`src/hcbp_ram.sv`:
```
// ----------------------------------------------------------------------------
// hcbp_ram
// Generic single-port synchronous RAM with a registered read port.
// ----------------------------------------------------------------------------
module hcbp_ram #(
    parameter int WIDTH = 8,
    parameter int DEPTH = 256
) (
    input  logic                     i_clk,
    input  logic                     i_en,
    input  logic                     i_we,
    input  logic [$clog2(DEPTH)-1:0] i_addr,
    input  logic [WIDTH-1:0]         i_wdata,
    output logic [WIDTH-1:0]         o_rdata
);

    logic [WIDTH-1:0] r_mem [DEPTH];
    logic [WIDTH-1:0] r_rdata;

    // One access per cycle: either a write or a registered read.
    always_ff @(posedge i_clk) begin
        if (i_en) begin
            if (i_we) begin
                r_mem[i_addr] <= i_wdata;
            end else begin
                r_rdata <= r_mem[i_addr];
            end
        end
    end

    assign o_rdata = r_rdata;

endmodule

```
`config.mk`:
```
export PLATFORM = sky130hd
export DESIGN_NAME = hcbp_ram
export DESIGN_NICKNAME = d
export VERILOG_FILES = /design/src/hcbp_ram.sv
export SDC_FILE = /design/constraint.sdc
export NUM_CORES = 2
export LEC_CHECK = 0
export ABC_AREA = 1
export BUFFER_PORTS_ARGS = -buffer_cell sky130_fd_sc_hd__clkbuf_2
export CORE_UTILIZATION = 39
export CTS_CLUSTER_DIAMETER = 60
export DETAILED_ROUTE_END_ITERATION = 12
export SLEW_MARGIN = 20
export SYNTH_ARGS = -nofsm -noshare
export SYNTH_HDL_FRONTEND = slang
export SYNTH_SLANG_ARGS = --single-unit
```
`constraint.sdc`:
```
create_clock -name i_clk -period 6.9 [get_ports i_clk]
set_clock_uncertainty 0.2 [all_clocks]
set_input_delay 0.345 -clock i_clk [delete_from_list [all_inputs] [get_ports i_clk]]
set_output_delay 0.345 -clock i_clk [all_outputs]
set_load 0.02 [all_outputs]
```
==> flow_summary.yaml <==
logic_synthesis:
  avgSynthCellArea_um2: 10.7
  synthMuxAreaShare: 0
  ys_ff_latch: 2056
  synth_area_leaders: "edfxtp_1 (73%), nand2_1 (21%), nor2_1 (1.5%)"
  syn-num-nets: 7979
  synth_cell_type_count: 14
  synth_area_um2: 84800
  synth_top_family_by_area: "simple AND/OR/NAND/NOR gates"
  yosys.area_share.simple: 0.241
  synth.top_cell.area_share: 0.728
  synth_compound_area_frac: 0.00755
  yosysSeqAreaShare: 0.728
  synth_top_cell_by_area: "edfxtp_1"
  yosys_warnings: 0
  synthCells: 7960
  synthAdderAreaFrac: 0
  synth-xor-area-share: 0
sta:
  tightest_slew_ns: 1.15
  max_freq_mhz: 238
  slew_headroom: 0.235
  min_period_ns: 4.21
  finalMaxSlewViolations: 0
  setup_viol: 0
  tns_ns: 0
  hold_violations: 0
  rsz0062_at_grt: "no"
  fin_crit_sh: 0.610
clock_network:
  cts_buffers: 209
  clkLatencyLatePin_ns: 0.88
  cts_tree: "yes"
  cts_setup_buffers: 0
  root_buffer: "clkbuf_16"
  clkTransAtPathRegs_ns: 0.06
  cts_sinks: 2056
  clockBufferDepth: 3
  ctsHtreeMaxLevel: 4
  cts_resized: 0
  hold_buffers: 10
floorplan:
  coreArea_um2: 215000
  num_rows: 170
  initial_core_util: 0.394
  die_area_um2: 219000
  die_h_um: 468
  die_x_um: 468
  ios: 27
setup_path:
  r2r_cells: 12
  cp-start-kind: "input port"
  critPathArrivalTime_ns: 4.48
  crit_required_ns: 7.18
  crit_fanout: 136
  endpoint_kind: "register"
  worst-setup-path-type: "input port to register"
power_and_ir_drop:
  power_density_nw_per_um2: 278
  power_mw: 26.3
  p_leak_nw: 36.6
  peakVddDrop_mv: 0.292
flow_run:
  cap_violations: 0
grt:
  globalRouteOverflowTotal: 0
  grt_pass1_vias: 54400
  grt_pass1_wl_mm: 346
  antenna_found_initial: 11
  grt_max_degree: 199
  grt.total_usage: 0.210
routing:
  first_pass_iters: 6
  vias: 55600
  drt_wl_total_mm: 232
  wire_per_inst_um: 21.3
  drtIter0Drc: 5939
  viasPerCell: 5.12
  drtAntennaViolNets: 0
  route.detailed.drc: 0
min_path:
  hold_path_class: "input port to register"
  holdPathStages: 4
outcome:
  outcome: "finished, final reports clean"
place:
  port_buffers: 26
  gp_congestion: 0.849
  dp.final_hpwl_mm: 127
finish:
  drive_gt1_frac: 0.0503
  area_delta_synth_final_pct: 11.1
  fin_nets: 7880
-- per-stage QoR --
step	cell area [um2]	worst slack (ns)	cells	hold slack, ns	utilization
after detailed placement	87500	1.89	10500	0.655	0.406
final	94300	2.69	10900	0.249	0.438
after global routing	94300	2.57	10900	0.281	0.438
after floorplan	84800	4.43	7960	0.244	-
after global placement	87500	1.62	10500	0.645	0.406
after CTS	94300	2.82	10900	0.202	0.437
-- synthesized netlist by cell type, drive strengths merged --
cell	instances
nand2	4695
edfxtp	2056
nor2	345
buf	263
nand3	256
clkbuf	161
o21ai	128
nand4	40
inv	14
clkinv	2
-- worst paths after layout --
check	startpoint	endpoint	slack, ns
setup / recovery	i_addr[1]	r_mem[130][2]$_DFFE_PP_	2.69
hold reg to reg	r_mem[74][2]$_DFFE_PP_	o_rdata[2]$_DFFE_PP_	0.79
hold / removal	i_addr[2]	r_mem[96][1]$_DFFE_PP_	0.25
setup reg to reg	r_mem[225][7]$_DFFE_PP_	o_rdata[7]$_DFFE_PP_	4.30
-- critical path, cell delays in order --
cell	delay, ns
buf_8	0.56
inv_8	0.48
nor2_4	1.00
nand3_2	0.80
buf_4	0.54
nor2_1	0.57
-- report_power, final --
part	leakage, nW	internal (mW)	switching [mW]
clock	3.22	6.25	4.78
sequential	18.5	13.8	0.00524
combinational	14.9	0.305	1.15
total	36.6	20.3	5.94
-- cell type report --
class                           count  area [um2]
Fill cell                       20000      121000
Sequential cell                  2056       61700
Multi-Input combinational cell   5464       21200
Clock buffer                      248        5400
Tap cell                         2838        3550
Clock inverter                    130        1220
Timing Repair Buffer              114        1090
Inverter                           16        85.1
Antenna cell                        2        5.00
-- kinds of logic after synthesis --
family / count (synthesis)
AOI/OAI and AO/OA: 128
and+or+nand+nor: 5336
buffers and inverters: 440
DFF: 2056
-- routing by layer --
layer	GRT usage	up-vias	wire, um
li1	-	26100	-
met1	0.285	27100	97600
met2	0.338	2059	108000
met3	0.0359	367	17200
met4	0.0821	6	8500
met5	0	-	40
-- cells in the final DEF, fill, tap and decap left out --
cell type      count
clkinvlp_4         5
buf_12            14
inv_1             11
clkinv_2          32
clkinv_16          2
inv_8              2
nand2_1         4695
nor2_1           339
nand3_4            2
buf_4             63
buf_6              1
nand3_2            6
o21ai_1          128
buf_8             10
diode_2            2
clkbuf_1          38
bufinv_16         18
clkbuf_16        210
clkinv_1          59
nand3_1          248
inv_4              2
clkinv_4           1
nor2_4             6
clkbuf_2          16
inv_6              5
inv_16             4
nand4_1           40
edfxtp_1        2056
dlygate4sd3_1     10
clkinv_8           5
-- sequential cells by signal, summed over array words and instances (netlist names) --
| register | count |
|---|---|
| r_mem | 2048 |
| o_rdata | 8 |
(Power assumes the default switching activity.)
